===== src/design/keyed_order_queue_unit_macros.svh =====
// assertion macros for the keyed order queue unit
`ifndef KEYED_ORDER_QUEUE_UNIT_MACROS_SVH
`define KEYED_ORDER_QUEUE_UNIT_MACROS_SVH

`ifndef SYNTHESIS

// same-cycle implication, disabled while in reset
`define KOUQ_ASSERT_IMP(label, clk, rst_n, ante, cons) \
    label: assert property (@(posedge clk) disable iff (!rst_n) (ante) |-> (cons)) \
        else $error("keyed order queue check failed");

// next-cycle implication, disabled while in reset
`define KOUQ_ASSERT_NXT(label, clk, rst_n, ante, cons) \
    label: assert property (@(posedge clk) disable iff (!rst_n) (ante) |=> (cons)) \
        else $error("keyed order queue check failed");

`else

`define KOUQ_ASSERT_IMP(label, clk, rst_n, ante, cons)
`define KOUQ_ASSERT_NXT(label, clk, rst_n, ante, cons)

`endif

`endif


===== src/design/kouq_pkg.sv =====
// shared types, constants and helpers of the keyed order queue
package kouq_pkg;

    localparam int DEPTH     = 16;
    localparam int KEY_WIDTH = 32;
    localparam int CNT_W     = $clog2(DEPTH + 1);
    localparam int IDX_W     = $clog2(DEPTH);
    localparam int KEY_FIELD_W = 32;
    localparam int OCC_FIELD_W = 5;

    localparam logic [CNT_W-1:0] DEPTH_CNT = CNT_W'(DEPTH);

    typedef logic [KEY_WIDTH-1:0] key_t;
    typedef logic [CNT_W-1:0]     cnt_t;

    typedef enum logic [1:0] {
        ACT_APPEND = 2'd0,
        ACT_POP    = 2'd1,
        ACT_REMOVE = 2'd2,
        ACT_NOP    = 2'd3
    } action_t;

    typedef enum logic [1:0] {
        ST_DONE      = 2'd0,
        ST_FULL      = 2'd1,
        ST_EMPTY     = 2'd2,
        ST_NOT_FOUND = 2'd3
    } status_t;

    // per-cycle commands broadcast to every cell
    typedef struct packed {
        logic append;
        logic pop;
        logic remove;
    } cell_ctrl_t;

    // bring the 32-bit key field to the stored key width
    function automatic key_t key_from_field(input logic [KEY_FIELD_W-1:0] f);
        logic [63:0] tmp;
        tmp = 64'(f);
        return tmp[KEY_WIDTH-1:0];
    endfunction

    // bring a stored key back to the 32-bit key field
    function automatic logic [KEY_FIELD_W-1:0] key_to_field(input key_t k);
        logic [63:0] tmp;
        tmp = 64'(k);
        return tmp[KEY_FIELD_W-1:0];
    endfunction

    function automatic logic [OCC_FIELD_W-1:0] occ_to_field(input cnt_t c);
        logic [15:0] tmp;
        tmp = 16'(c);
        return tmp[OCC_FIELD_W-1:0];
    endfunction

endpackage


===== src/design/kouq_cell.sv =====
// one queue slot: holds a key, compares it and shifts from its right neighbor
module kouq_cell (
    input  logic                  clk,
    input  kouq_pkg::cell_ctrl_t  ctrl,
    input  logic [kouq_pkg::IDX_W-1:0] idx,
    input  kouq_pkg::cnt_t        count,
    input  kouq_pkg::key_t        new_key,
    input  kouq_pkg::key_t        right_key,
    input  logic                  seen_in,
    output kouq_pkg::key_t        key,
    output logic                  seen_out
);

    kouq_pkg::key_t key_reg;
    kouq_pkg::key_t key_next;
    logic           valid;
    logic           hit;

    assign valid    = kouq_pkg::CNT_W'(idx) < count;
    assign hit      = valid && (key_reg == new_key);
    // set from the first matching slot onward: those slots close the gap
    assign seen_out = seen_in | hit;
    assign key      = key_reg;

    always_comb
    begin
        key_next = key_reg;
        if (ctrl.append && (kouq_pkg::CNT_W'(idx) == count))
        begin
            key_next = new_key;
        end
        else if ((ctrl.pop && valid) || (ctrl.remove && seen_out))
        begin
            key_next = right_key;
        end
    end

    always_ff @(posedge clk)
    begin
        key_reg <= key_next;
    end

endmodule


===== src/design/keyed_order_queue_unit.sv =====
// top level of the keyed order queue: cell row, occupancy count and output register
//
// channel  | dir | tdata                         | tuser
// ---------+-----+-------------------------------+--------------
// s_*      | in  | key_in[31:0]                  | action[1:0]
// m_*      | out | key_out[31:0], occupancy[36:32]| status[1:0]
//
// one transfer per cycle in each direction while the receiver is not stalling; a result
// appears in the cycle after its input transfer, from the output register and the
// single occupancy register. the match chain runs through all DEPTH cells combinationally.
// reset clears the occupancy and the output valid; cell keys stay undefined and
// are never read before written, so there is no clearing pass.
// a stalled result is held in the output register and input is taken again as
// soon as that register is being emptied in the same cycle.
`include "keyed_order_queue_unit_macros.svh"

module keyed_order_queue_unit (
    input  logic        clk,
    input  logic        rst_n,
    input  logic        s_tvalid,
    output logic        s_tready,
    input  logic [31:0] s_tdata,   // key_in[31:0]
    input  logic [1:0]  s_tuser,   // action[1:0]
    output logic        m_tvalid,
    input  logic        m_tready,
    output logic [39:0] m_tdata,   // key_out[31:0], occupancy[36:32], zero[39:37]
    output logic [1:0]  m_tuser    // status[1:0]
);

    // occupancy and output control
    kouq_pkg::cnt_t    cnt_reg;
    kouq_pkg::cnt_t    cnt_next;
    logic              out_valid_reg;
    logic              out_valid_next;

    // output payload
    logic [31:0]       key_out_reg;
    logic [31:0]       key_out_next;
    kouq_pkg::status_t status_reg;
    kouq_pkg::status_t status_next;

    logic               accept;
    kouq_pkg::action_t  action;
    kouq_pkg::key_t     new_key;
    kouq_pkg::cell_ctrl_t ctrl;
    logic               found;

    // cell row wiring: one extra key slot feeds the last cell's right input
    kouq_pkg::key_t cell_key [kouq_pkg::DEPTH+1];
    logic           seen     [kouq_pkg::DEPTH+1];

    assign s_tready = !out_valid_reg || m_tready;
    assign accept   = s_tvalid && s_tready;
    assign action   = kouq_pkg::action_t'(s_tuser);
    assign new_key  = kouq_pkg::key_from_field(s_tdata);

    assign cell_key[kouq_pkg::DEPTH] = '0;
    assign seen[0]                   = 1'b0;
    assign found                     = seen[kouq_pkg::DEPTH];

    genvar gi;
    generate
        for (gi = 0; gi < kouq_pkg::DEPTH; gi++)
        begin : g_cell
            kouq_cell u_cell (
                .clk       (clk),
                .ctrl      (ctrl),
                .idx       (kouq_pkg::IDX_W'(gi)),
                .count     (cnt_reg),
                .new_key   (new_key),
                .right_key (cell_key[gi+1]),
                .seen_in   (seen[gi]),
                .key       (cell_key[gi]),
                .seen_out  (seen[gi+1])
            );
        end
    endgenerate

    always_comb
    begin
        ctrl           = '0;
        cnt_next       = cnt_reg;
        key_out_next   = key_out_reg;
        status_next    = status_reg;
        out_valid_next = out_valid_reg;

        if (accept)
        begin
            out_valid_next = 1'b1;
            unique case (action)
                kouq_pkg::ACT_APPEND:
                begin
                    key_out_next = kouq_pkg::key_to_field(new_key);
                    if (cnt_reg < kouq_pkg::DEPTH_CNT)
                    begin
                        ctrl.append = 1'b1;
                        cnt_next    = cnt_reg + kouq_pkg::CNT_W'(1);
                        status_next = kouq_pkg::ST_DONE;
                    end
                    else
                    begin
                        status_next = kouq_pkg::ST_FULL;
                    end
                end
                kouq_pkg::ACT_POP:
                begin
                    if (cnt_reg == '0)
                    begin
                        key_out_next = '0;
                        status_next  = kouq_pkg::ST_EMPTY;
                    end
                    else
                    begin
                        key_out_next = kouq_pkg::key_to_field(cell_key[0]);
                        ctrl.pop     = 1'b1;
                        cnt_next     = cnt_reg - kouq_pkg::CNT_W'(1);
                        status_next  = kouq_pkg::ST_DONE;
                    end
                end
                kouq_pkg::ACT_REMOVE:
                begin
                    // cells from the first match onward shift on their own
                    key_out_next = kouq_pkg::key_to_field(new_key);
                    ctrl.remove  = 1'b1;
                    if (found)
                    begin
                        cnt_next    = cnt_reg - kouq_pkg::CNT_W'(1);
                        status_next = kouq_pkg::ST_DONE;
                    end
                    else
                    begin
                        status_next = kouq_pkg::ST_NOT_FOUND;
                    end
                end
                kouq_pkg::ACT_NOP:
                begin
                    key_out_next = '0;
                    status_next  = kouq_pkg::ST_DONE;
                end
                default:
                begin
                    key_out_next = '0;
                    status_next  = kouq_pkg::ST_DONE;
                end
            endcase
        end
        else if (m_tready)
        begin
            out_valid_next = 1'b0;
        end
    end

    always_ff @(posedge clk or negedge rst_n)
    begin
        if (!rst_n)
        begin
            cnt_reg       <= '0;
            out_valid_reg <= 1'b0;
        end
        else
        begin
            cnt_reg       <= cnt_next;
            out_valid_reg <= out_valid_next;
        end
    end

    always_ff @(posedge clk)
    begin
        key_out_reg <= key_out_next;
        status_reg  <= status_next;
    end

    // occupancy of the held result equals the current count: both move on the same transfer
    assign m_tvalid = out_valid_reg;
    assign m_tdata  = {3'b000, kouq_pkg::occ_to_field(cnt_reg), key_out_reg};
    assign m_tuser  = status_reg;

    `KOUQ_ASSERT_IMP(a_cnt_bound, clk, rst_n, 1'b1, cnt_reg <= kouq_pkg::DEPTH_CNT)
    `KOUQ_ASSERT_IMP(a_no_take_on_stall, clk, rst_n, m_tvalid && !m_tready, !s_tready)
    `KOUQ_ASSERT_IMP(a_full_status, clk, rst_n,
        m_tvalid && (status_reg == kouq_pkg::ST_FULL), cnt_reg == kouq_pkg::DEPTH_CNT)
    `KOUQ_ASSERT_IMP(a_empty_status, clk, rst_n,
        m_tvalid && (status_reg == kouq_pkg::ST_EMPTY), cnt_reg == '0)
    `KOUQ_ASSERT_NXT(a_pop_dec, clk, rst_n,
        accept && (action == kouq_pkg::ACT_POP) && (cnt_reg != '0),
        cnt_reg == $past(cnt_reg) - kouq_pkg::CNT_W'(1))

endmodule


===== config.mk =====
export PLATFORM = sky130hd
export DESIGN_NAME = keyed_order_queue_unit
export DESIGN_NICKNAME = d
export VERILOG_FILES = /design/src/design/kouq_pkg.sv /design/src/design/kouq_cell.sv /design/src/design/keyed_order_queue_unit.sv
export VERILOG_INCLUDE_DIRS = /design/src /design/src/design
export SDC_FILE = /design/constraint.sdc
export NUM_CORES = 1
export LEC_CHECK = 0
export BUFFER_PORTS_ARGS = -buffer_cell sky130_fd_sc_hd__buf_4
export CAP_MARGIN = 40
export CORE_ASPECT_RATIO = 0.6
export CORE_MARGIN = 4
export CORE_UTILIZATION = 45
export CTS_CLUSTER_DIAMETER = 120
export CTS_CLUSTER_SIZE = 8
export DETAILED_ROUTE_END_ITERATION = 8
export HOLD_SLACK_MARGIN = 0.1
export PLACE_DENSITY = 0.7
export SLEW_MARGIN = 20
export SYNTH_ARGS = -nofsm -noshare
export SYNTH_HDL_FRONTEND = slang
export SYNTH_SLANG_ARGS = --single-unit

===== constraint.sdc =====
create_clock -name clk -period 6 [get_ports clk]
set_clock_uncertainty 0.2 [all_clocks]
set_input_delay 1.2 -clock clk [delete_from_list [all_inputs] [get_ports clk]]
set_output_delay 1.2 -clock clk [all_outputs]
set_load 0.05 [all_outputs]

* Word-level counts from Yosys, hierarchy flattened
Cells that the tools add are included.
Word-level totals: register bits after elaboration 552, input bits 38, output and inout bits 44, logic and storage cells 246
Operators by class: add/sub/neg operators 2, order comparisons 17, equal/unequal tests 37, mux-type cells 50, bitwise logic cells 15, reductions and logical operators 105
Operators by type and width (number):
- 2-to-1 mux 32 bit | 33
- equality test 32 bit | 16
- one-hot mux 32 bit (3 select lines) | 1
- logical AND 1 bit | 65
- equality test 4 x 5 -> 1 bit, first input constant | 8
- less-than comparator 4 x 5 -> 1 bit, first input constant | 8
- nonzero test 2 bit | 17
- equality test 3 x 5 -> 1 bit, first input constant | 4
- less-than comparator 3 x 5 -> 1 bit, first input constant | 4
- logical OR 1 bit | 17
- 2-to-1 mux 5 bit | 3
- bitwise OR 1 bit | 15
- one-hot mux 5 bit (3 select lines) | 1
- equality test 2 x 5 -> 1 bit, first input constant | 2
- less-than comparator 1 x 5 -> 1 bit, first input constant | 2
- less-than comparator 2 x 5 -> 1 bit, first input constant | 2
- 2-to-1 mux 1 bit | 8
- one-hot mux 2 bit (4 select lines) | 1
- adder 5 x 1 -> 5 bit, second input constant | 1
- equality test 1 x 5 -> 1 bit, first input constant | 1
- zero test 5 bit | 1
- less-than comparator 5 bit, second input constant | 1
- AND reduction 5 bit | 1
- subtractor 5 x 1 -> 5 bit, second input constant | 1
- other kinds (10) | 13

* Longest topological paths before layout
Gate-level depths: netlist of run 1.
depth in word-level cells 21, mapped depth 11, depth with buffers taken out 9

* Hierarchy
From an unflattened synthesis of run 1, not the netlist that was laid out.
Second synthesis, totals: cells, all modules 2227, area total of the unflattened synthesis 31665.4 µm²
By module, submodules not included:
- kouq_cell at g_cell[12].u_cell ... | times used 13, cells each 131, area each 1858.0 µm², seq. area each 960.9 µm²
- kouq_cell at g_cell[0].u_cell ... | times used 3, cells each 131, area each 1864.3 µm², seq. area each 960.9 µm²
- keyed_order_queue_unit | times used 1, cells each 131, area each 1918.1 µm², seq. area each 1171.1 µm²

* Worst setup path after synthesis of run 1
No wires, ideal clock.
kind in2reg, start point input port s_tdata[30], end point register g_cell[3].u_cell.key_reg[0] (enable), setup time 466 ps, data arrival time 4834 ps, data required time 5334 ps, setup slack 501 ps, stages on the path 9, buffers on the path 3, cell sequence buf_4 -> buf_8 -> buf_4 -> xor2_1 -> nor4_1 -> nand3_1 -> nor3_1 -> nor4_2 -> o21ai_0
Between the ends: word-level cells in the longest chain between the ends 8, elaborated cells on any way between the ends 14, those cells by class 4 x eq/ne; 3 x bitwise; 7 x reduce/logical
Ends and longest elaborated chain:
- start, declared | RTL line keyed_order_queue_unit.sv:22 | input logic [31:0] s_tdata,
- equality test 32 bit | RTL line kouq_cell.sv:20 | assign hit = valid && (key_reg == new_key);
- logical AND 1 bit | RTL line kouq_cell.sv:20
- bitwise OR 1 bit (2 in a row) | RTL line kouq_cell.sv:22 | assign seen_out = seen_in | hit;
- bitwise OR 1 bit (*) | RTL line kouq_cell.sv:22
- logical AND 1 bit (*) | RTL line kouq_cell.sv:32 | else if ((ctrl.pop && valid) || (ctrl.remove && seen_out))
- logical OR 1 bit (*) | RTL line kouq_cell.sv:32
- nonzero test 2 bit (no source line) (*)
- end signal, assigned | RTL line kouq_cell.sv:40 | key_reg <= key_next;
- end, declared | RTL line kouq_cell.sv:14 | kouq_pkg::key_t key_reg;
Mark *: on every way between the ends. The rest lies on a longest branch, timed or not. A chain may end at the register's enable or synchronous reset.

* Worst setup path in the final report of run 1
start point input port s_tdata[11], end point register g_cell[14].u_cell.key_reg[3] (enable)
Between the ends: word-level cells in the longest chain between the ends 19, elaborated cells on any way between the ends 47, those cells by class 15 x eq/ne; 14 x bitwise; 18 x reduce/logical
Ends and longest elaborated chain (RTL line):
- equality test 32 bit | kouq_cell.sv:20
- logical AND 1 bit | kouq_cell.sv:20
- bitwise OR 1 bit (13 in a row) | kouq_cell.sv:22
- bitwise OR 1 bit (*) | kouq_cell.sv:22
- logical AND 1 bit (*) | kouq_cell.sv:32
- logical OR 1 bit (*) | kouq_cell.sv:32
- nonzero test 2 bit (no source line) (*)
- end signal, assigned | kouq_cell.sv:40
- end, declared | kouq_cell.sv:14
Marks and branches as above.

==> results.txt, run 1 <==
global-route wire length before repair: 146000 um
status: finished clean
worst-path fanout max: 32
pwr dens: 310.7 nW/um2
# diodes: 0
Setup violations, final: 0
top-count cell post-synth: edfxtp_1
Ys Warns: 0
ratio of cells with drive above 1 in the final layout: 30.84%
placed inst area: 32160 um2
Layout Area Growth over Synthesis: 9.973%
clk_lat worst skew: 0.65 ns
Initial Util: 45.63%
Synth top cells by count: 546 x edfxtp_1, 448 x mux2_2, 411 x xor2_1, 128 x nor4_1, 109 x xnor2_1
Port Buffers: 78
Sink Count: 552
Tcrit/Tclk final: 72.93%
DR vias: 20072
Synth top area share: 52.59%
Slew @ Worst Pin: 0.9018 ns
wire per inst: 32.52 um
f_max: 228.5 MHz
RSZ-0062 raised after global routing: false
CP max stage delay: 0.51 ns
max reg flops: 512
Post-synth EDFFs: 546
clock-pin slew on the worst setup and hold paths: 0.05 ns
area leader, netlist: edfxtp_1
# H-tree levels: 3
largest net degree at the start of global routing: 34
critical path startpoint category: primary input
die area: 73700 um2
cell mode on critical path: buf_4
ANT nets after route: 0
cells after synthesis: 2271
Hold Vio Cnt, Final: 0
FF+latch count, synth: 552
Top FF cell, synth: edfxtp_1
CTS tree: yes
final net count: 2352
DRC: 0
critical path's slowest cell: nor3_1
Worst EP required: 6.07 ns
Die Y: 211.9 um
mapped cell area: 31180 um2
FFs w/ async S/R, synth: 1.087%
number of global-route vias before repair: 19287
Setup Buffers After CTS: 0
initial antenna violation count: 4
crit path time final: 4.376 ns
TritonRoute pass-1 iters: 6
cts bufs inserted: 78
Die W: 347.8 um
post-detail-place hpwl: 73590 um
vias per cell: 6.207
clk buf depth: 3
final instance area: 34290 um2
sequential fraction of the synthesis area: 53.07%
maximum vdd drop: 0.0002231 V
post-cts resize count: 0
Layout Cells excl Fill: 3234
num rows: 74
Lkg Pwr: 11.84 nW
WS Path Type: primary input to flop
crit end category: flop
hold_ws: 0.1862 ns
max_cap viols: 0
worst path cell trace: buf_4 -> buf_4 -> xor2_1 -> nor4_1 -> nand3_1 -> nor3_1 -> a41oi_1 -> o211ai_1 -> o21ai_1 -> nand3_1 -> buf_4
Pins Over Slew Limit: 0
Hold WC Path Type: primary input to asynchronous set/reset pin
Global Route Usage Sum: 27.95%
arrival time worst endpoint: 4.44 ns
relative slew slack: 39.88%
Initial DRC Count: 3017
GPL Wtd Cong: 1.010
CTS root buffer: clkbuf_16
Post-Synthesis Mean Instance Area: 13.73 um2
Detailed Route WL: 105200 um
Distinct cells, synth: 68
top post-synthesis cells by area: edfxtp_1 53%, mux2_2 16%, xor2_1 12%
gr ovfl total: 0
IO Pins: 82
# placed instances: 3136
hold buffer count at CTS: 0
CORE AREA: 68330 um2
final setup TNS: 0 ns
## routing by layer
| metal | GRT usage, % | wire, um |
|---|---|---|
| met1 | 42.67 | 47670 |
| met5 | 0 | 0 |
| met3 | 14.80 | 17240 |
| met4 | 5.267 | 1891 |
| met2 | 34.33 | 38360 |
## through the flow
step / utilization (%) / worst slack [ns] / total power, W
after global placement: 47.01 / 1.090 / 0.006597
after detailed placement: 47.07 / 1.166 / 0.006595
after CTS: 50.16 / 1.826 / 0.01062
after floorplan: - / 0.5009 / 0.005920
final: 50.18 / 1.624 / 0.01065
after global routing: 50.18 / 1.537 / 0.01094
## final cells by class
class | instances | area (um2)
Clock inverter | 6 | 90.09
Multi-Input combinational cell | 1511 | 13250
Tap cell | 912 | 1141
Fill cell | 5874 | 34040
Sequential cell | 552 | 16550
Inverter | 6 | 22.52
Clock buffer | 91 | 2022
Timing Repair Buffer | 156 | 1211
## worst max-delay path, delay by kind of cell
kind	cells	cell delay [ns]
AO/OA/AOI/OAI	3	0.44
XOR/XNOR	1	0.09
buffers and inverters	3	1.20
AND/OR/NAND/NOR	4	1.44
## logic make-up after synthesis
kind of cell,share of synthesized area [%]
multiplexers,17.37
XOR/XNOR,14.66
other,0.01203
buffers and inverters,4.511
AND/OR/NAND/NOR,8.119
AO/OA/AOI/OAI,1.898
flip-flops,53.07
adder cells (fa/ha/maj),0.3612
## power by group
group	switching, W	total, W	internal (W)
clock	0.00168	0.00404	0.00236
combinational	0.00119	0.00175	0.000567
sequential	0.000293	0.00486	0.00457
## path summary, 6_finish.rpt
path                                            endpoint         from  slack, ns  cells after the start
worst min-delay path                          cnt_reg[4]        rst_n       0.19                      1
worst max-delay path            g_cell[14].u_cell.key[3]  s_tdata[11]       1.62                     11
worst max register to register   g_cell[6].u_cell.key[2]   cnt_reg[0]       1.70                      9
worst min register to register                cnt_reg[3]   cnt_reg[3]       0.38                      1
max in group asynchronous                     cnt_reg[0]        rst_n       5.26                      1
min in group clk                              cnt_reg[3]   cnt_reg[3]       0.38                      1
## cells in the final DEF (no fill, tap or decap), drive strengths merged, types with 4 or more instances in the layout
cell	count
a21oi	7
a22o	32
and2	37
and3	6
and4	5
buf	156
clkbuf	91
dfrtp	6
edfxtp	546
ha	9
inv	10
mux2	480
nand2	50
nand2b	6
nand3	37
nand4	47
nor2	30
nor3	27
nor4	131
nor4b	10
o211ai	4
o21ai	17
or3	5
or4	6
xnor2	109
xor2	412
Note: power is estimated with default switching activity, not from simulation.
==> run 2, diff against run 1 <==
Clock period 6 ns to 4.1 ns, I/O delays scaled along.
==> run 2 against run 1 <==
The flow now finishes with violations (setup timing). Global-route usage is 0.92 points higher. Clock-buffer cell count decreased by 6. First-iteration DRC count fell by 0.56%.
==> results.txt, run 2 (synthesis results as in run 1) <==
status: finished, violations left
failing checks: setup timing
WS Path Type: flop to flop
Worst EP required: 4.20 ns (-1.87 ns)
# diodes: 0 (unchanged)
commonest non-fill, non-tap cells in the layout: 546 x edfxtp_1, 448 x mux2_2, 411 x xor2_1, 279 x buf_4, 128 x nor4_1
# H-tree levels: 3 (unchanged)
flip-flop and latch area: 16550 um2 (about the same)
critical path startpoint category: flop
Layout Area Growth over Synthesis: 14.85%
worst-path fanout max: 32 (unchanged)
Initial DRC Count: 3000 (-0.56%)
Slew @ Worst Pin: 0.8988 ns (-0.003002 ns)
final net count: 2508 (+6.6%)
DRC: 0 (unchanged)
max reg flops: 512 (unchanged)
area of the multi-input gates: 13260 um2 (about the same)
Tcrit/Tclk final: 101.6%
Initial Util: 45.63% (unchanged)
placed inst area: 33650 um2 (+4.6%)
most common cell after layout, fill and taps aside: edfxtp_1
f_max: 240.1 MHz
TritonRoute pass-1 iters: 6 (unchanged)
Hold WC Path Type: primary input to flop
die area: 73700 um2 (unchanged)
crit end category: flop
final instance area: 35810 um2 (+4.4%)
IO Pins: 82 (unchanged)
number of global-route vias before repair: 20126 (+4.4%)
Detailed Route WL: 107600 um (+2.3%)
Die Y: 211.9 um (unchanged)
global-route wire length before repair: 150800 um (+3.3%)
reg2reg setup slack: -0.06 ns (-1.76 ns)
worst path cell trace: a211oi_1 -> buf_2 -> nor4b_1 -> buf_4 -> nand4_1 -> nor4_1 -> buf_4 -> a41oi_1 -> buf_4 -> nand3_2 -> nand2_1 -> o211ai_1 -> buf_12
Global Route Usage Sum: 28.87% (+0.92 points)
gr ovfl total: 0 (unchanged)
critical path's slowest cell: dfrtp_1
FILL cells: 5768 (-1.8%)
CTS tree: yes
relative slew slack: 40.08% (+0.20 points)
ratio of cells with drive above 1 in the final layout: 35.30% (+4.5 points)
wire per inst: 31.78 um (-2.3%)
RSZ-0062 raised after global routing: false
delay-heaviest family, CP: simple AND/OR/NAND/NOR gates
Pins Over Slew Limit: 0 (unchanged)
cts bufs inserted: 78 (unchanged)
ANT nets after route: 0 (unchanged)
max_cap viols: 0 (unchanged)
Sink Count: 552 (unchanged)
clk_lat worst skew: 0.65 ns (about the same)
pwr dens: 446.4 nW/um2 (+44%)
Lkg Pwr: 12.71 nW (+7.4%)
vias per cell: 6.078 (-2.1%)
Setup violations, final: 96 (+96)
crit path time final: 4.164 ns
GPL Wtd Cong: 1.050 (+4.0%)
clock-pin slew on the worst setup and hold paths: 0.05 ns (about the same)
Final Util: 52.40% (+2.2 points)
DR vias: 20574 (+2.5%)
num rows: 74 (unchanged)
Port Buffers: 78 (unchanged)
cell mode on critical path: buf_4
largest net degree at the start of global routing: 40 (+18%)
initial antenna violation count: 1 (-3)
arrival time worst endpoint: 4.27 ns (-0.17 ns)
clk buf depth: 3 (unchanged)
Die W: 347.8 um (unchanged)
Hold Vio Cnt, Final: 0 (unchanged)
post-route setup slack: -0.06414 ns (-1.688 ns)
CORE AREA: 68330 um2 (unchanged)
post-detail-place hpwl: 81060 um (+10%)
worst path bufs/invs: 5 (+2)
CTS root buffer: clkbuf_16
CP max stage delay: 0.75 ns (+0.24 ns)
maximum vdd drop: 0.0002772 V (+24%)
[run 2: cell types whose count changed in the layout (fill, tap and decap cells not counted), moves of 2 or more]
cell / before / now
clkinv_8: 2 / 0
buf_12: 1 / 29
clkbuf_1: 12 / 7
inv_16: 2 / 5
buf_4: 152 / 279
buf_6: 2 / 0
[run 2: final timing paths]
path,startpoint,to,cells past startpoint
worst max-delay path,cnt_reg[4],g_cell[6].u_cell.key[28],13
worst min register to register,g_cell[0].u_cell.key[23],key_out_reg[23],1
max in group asynchronous,rst_n,cnt_reg[1],2
worst max register to register,cnt_reg[4],g_cell[6].u_cell.key[28],13
min in group asynchronous,rst_n,cnt_reg[1],2
worst min-delay path,s_tvalid,m_tvalid,2
[run 2: layout make-up]
type | instances | share of cell area [%]
clock buffers | 85 | 5.525
clock inverters | 7 | 0.3879
inverters | 6 | 0.06290
multi-input cells | 1511 | 37.02
flip-flops and latches | 552 | 46.21
well taps | 912 | 3.187
repair buffers | 312 | 7.604
[run 2: worst register-to-register path, cell delays in order (launching register included)]
cell and delay (ns):
dfrtp_1 0.75, a211oi_1 0.14, buf_2 0.22, nor4b_1 0.40, buf_4 0.19, nand4_1 0.09
nor4_1 0.67, buf_4 0.23, a41oi_1 0.06, buf_4 0.21, nand3_2 0.14, nand2_1 0.08
o211ai_1 0.14, buf_12 0.27
[run 2: metrics by stage]
stage          cells  power, W  setup TNS (ns)  hold slack, ns  setup WS, ns
3_5_place_dp    3288   0.01000          -62.94          0.3656       -0.3100
2_1_floorplan   2273  0.008664               0          0.3244       0.05037
3_3_place_gp    3286  0.009974          -66.25          0.3551       -0.3102
5_1_grt         3385   0.01643               0          0.1995       0.03797
4_1_cts         3381   0.01593               0          0.1809        0.3040
6_report        3385   0.01598          -3.549          0.2167      -0.06414
[run 2: timing repair]
action / 4_1_cts / 5_1_grt
hold buffers: 1 / 0
resized for setup: 0 / 0
endpoints found under the hold margin: 6 / 0
setup buffers: 0 / 0
[run 2: power breakdown]
part / total (W) / internal [W] / switching (W)
Sequential: 0.00704 / 0.00668 / 0.000358
Combinational: 0.00304 / 0.00105 / 0.00199
Clock: 0.00591 / 0.00342 / 0.00248
Total: 0.0160 / 0.0112 / 0.00483
[run 2: layer usage]
layer | part of all wire, % | up-vias | global-route usage, %
met5 | 0.11 | - | 1.148
met1 | 48 | 10471 | 45.71
met4 | 1.2 | 2 | 4.461
li1 | - | 8773 | -
met2 | 34 | 1221 | 32.93
met3 | 17 | 107 | 16.45
==> run 3, diff against run 2 <==
Settings changed: CTS_BUF_LIST set to sky130_fd_sc_hd__clkbuf_4.
==> run 3 against run 2 <==
The run still ends with setup timing left. Routed wire length shrank 0.19%. Cell area shrank 3.9%. Clock power down 49%. Critical path type unchanged. Global-route usage decreased by 0.079 points. Hold slack got worse by 0.032 ns. Clock-buffer cell count unchanged. Largest cell class unchanged. Combinational power hardly changed. First-iteration DRC count is 1.3% higher. Sequential cell count is the same. Critical path depth down 3.
==> results.txt, run 3 (synthesis results as in run 1) <==
post-cts resize count: 0 (unchanged)
final instance area: 34410 um2 (-3.9%)
max_cap viols: 0 (unchanged)
wire per inst: 31.67 um (-0.34%)
commonest non-fill, non-tap cells in the layout: 546 x edfxtp_1, 448 x mux2_2, 411 x xor2_1, 279 x buf_4, 128 x nor4_1
worst-path fanout max: 32 (unchanged)
gr ovfl total: 0 (unchanged)
Lkg Pwr: 12.09 nW (-4.9%)
Worst EP required: 4.54 ns (+0.34 ns)
Sink Count: 552 (unchanged)
Initial Util: 45.63% (unchanged)
initial antenna violation count: 2 (+1)
hold_ws: 0.1848 ns (-0.03195 ns)
post-detail-place hpwl: 81060 um (unchanged)
GPL Wtd Cong: 1.050 (unchanged)
DR vias: 20657 (+0.40%)
ANT nets after route: 0 (unchanged)
num rows: 74 (unchanged)
ratio of cells with drive above 1 in the final layout: 35.54% (+0.24 points)
relative slew slack: 37.92% (-2.2 points)
CTS tree: yes
Die W: 347.8 um (unchanged)
area of the multi-input gates: 13260 um2 (unchanged)
Slew @ Worst Pin: 0.9227 ns (+0.02390 ns)
CORE AREA: 68330 um2 (unchanged)
vias per cell: 6.094 (+0.26%)
FILL cells: 5939 (+3.0%)
TritonRoute pass-1 iters: 5 (-1)
number of global-route vias before repair: 19979 (-0.73%)
arrival time worst endpoint: 4.55 ns (+0.28 ns)
Die Y: 211.9 um (unchanged)
Hold Vio Cnt, Final: 0 (unchanged)
crit path time final: 4.111 ns (-0.05304 ns)
Port Buffers: 78 (unchanged)
WS Path Type: flop to flop
cts bufs inserted: 78 (unchanged)
pwr dens: 379.3 nW/um2 (-15%)
CTS root buffer: clkbuf_4
DRC: 0 (unchanged)
clk_lat worst skew: 0.92 ns (+0.27 ns)
clock-pin slew on the worst setup and hold paths: 0.11 ns (+0.06 ns)
crit end category: flop
final net count: 2511 (+0.12%)
post-route setup slack: -0.01110 ns (+0.05304 ns)
placed inst area: 33650 um2 (unchanged)
Tcrit/Tclk final: 100.3% (-1.3 points)
f_max: 243.2 MHz (+1.3%)
status: finished, violations left
Layout Area Growth over Synthesis: 10.38%
RSZ-0062 raised after global routing: false
clk buf depth: 3 (unchanged)
maximum vdd drop: 0.0001797 V (-35%)
flip-flop and latch area: 16550 um2 (unchanged)
die area: 73700 um2 (unchanged)
Hold WC Path Type: primary input to flop
Detailed Route WL: 107400 um (-0.19%)
Setup violations, final: 21 (-78%)
Pins Over Slew Limit: 0 (unchanged)
Global Route Usage Sum: 28.79% (-0.079 points)
largest net degree at the start of global routing: 40 (unchanged)
Initial DRC Count: 3038 (+1.3%)
max reg flops: 512 (unchanged)
Final Util: 50.36% (-2.0 points)
failing checks: setup timing
# H-tree levels: 3 (unchanged)
most common cell after layout, fill and taps aside: edfxtp_1
Tot Pwr: 0.01305 W (-18%)
critical path startpoint category: flop
global-route wire length before repair: 150600 um (-0.14%)
IO Pins: 82 (unchanged)
run 3: cell type report:
type                       instances  area share (%)
clock buffer                      85           1.854
inverter                           6         0.06545
clock inverter                     7          0.1454
multi-input combinational       1511           38.52
timing repair buffer             315           7.999
sequential                       552           48.08
antenna                            2         0.01454
tap                              912           3.316
run 3: critical path, stage by stage, from the launching register on:
cell and delay [ns]:
dfrtp_1 0.51, buf_4 0.24, or2_2 0.37, a21oi_1 0.70, nor4b_1 0.19, nand4_1 0.30
and3b_1 0.30, nand3_1 0.21, o21ai_1 0.39, nand3_1 0.19, buf_12 0.23
run 3: timing repair:
action	CTS	global route
hold buffers	4	0
buffers inserted	0	0
hold endpoints to repair	7	0
setup endpoints to repair	0	0
run 3: where the power goes:
part / switching (W) / internal [W]
combinational: 0.00198 / 0.00105
sequential: 0.000359 / 0.00666
clock: 0.00204 / 0.000964
total: 0.00438 / 0.00868
run 3: worst paths after layout:
| path | from | endpoint | slack, ns | cells past startpoint |
|---|---|---|---|---|
| worst max-delay path | cnt_reg[3] | g_cell[14].u_cell.key[4] | -0.01 | 10 |
| worst min-delay path | s_tdata[14] | g_cell[7].u_cell.key[14] | 0.18 | 2 |
| worst max register to register | cnt_reg[3] | g_cell[14].u_cell.key[4] | -0.01 | 10 |
| worst min register to register | g_cell[2].u_cell.key[10] | g_cell[1].u_cell.key[10] | 0.35 | 1 |
| max in group asynchronous | rst_n | cnt_reg[1] | 2.68 | 3 |
| min in group asynchronous | rst_n | cnt_reg[0] | 0.72 | 3 |
run 3: layer usage:
layer	track usage (%)	vias to the layer above	routed length [um]
li1	-	8783	-
met1	46.41	10474	50980
met2	32.90	1290	36920
met3	15.26	108	18250
met4	4.332	2	1196
met5	0	-	13
run 3: per-stage QoR:
stage | cells | setup slack (ns) | TNS (ns)
finish | 3390 | -0.01110 | -0.1217
global route | 3389 | 0.05093 | 0
CTS | 3384 | 0.2724 | 0
detailed placement | 3288 | -0.3100 | -62.94
global placement | 3286 | -0.3102 | -66.25
floorplan | 2273 | 0.05037 | 0
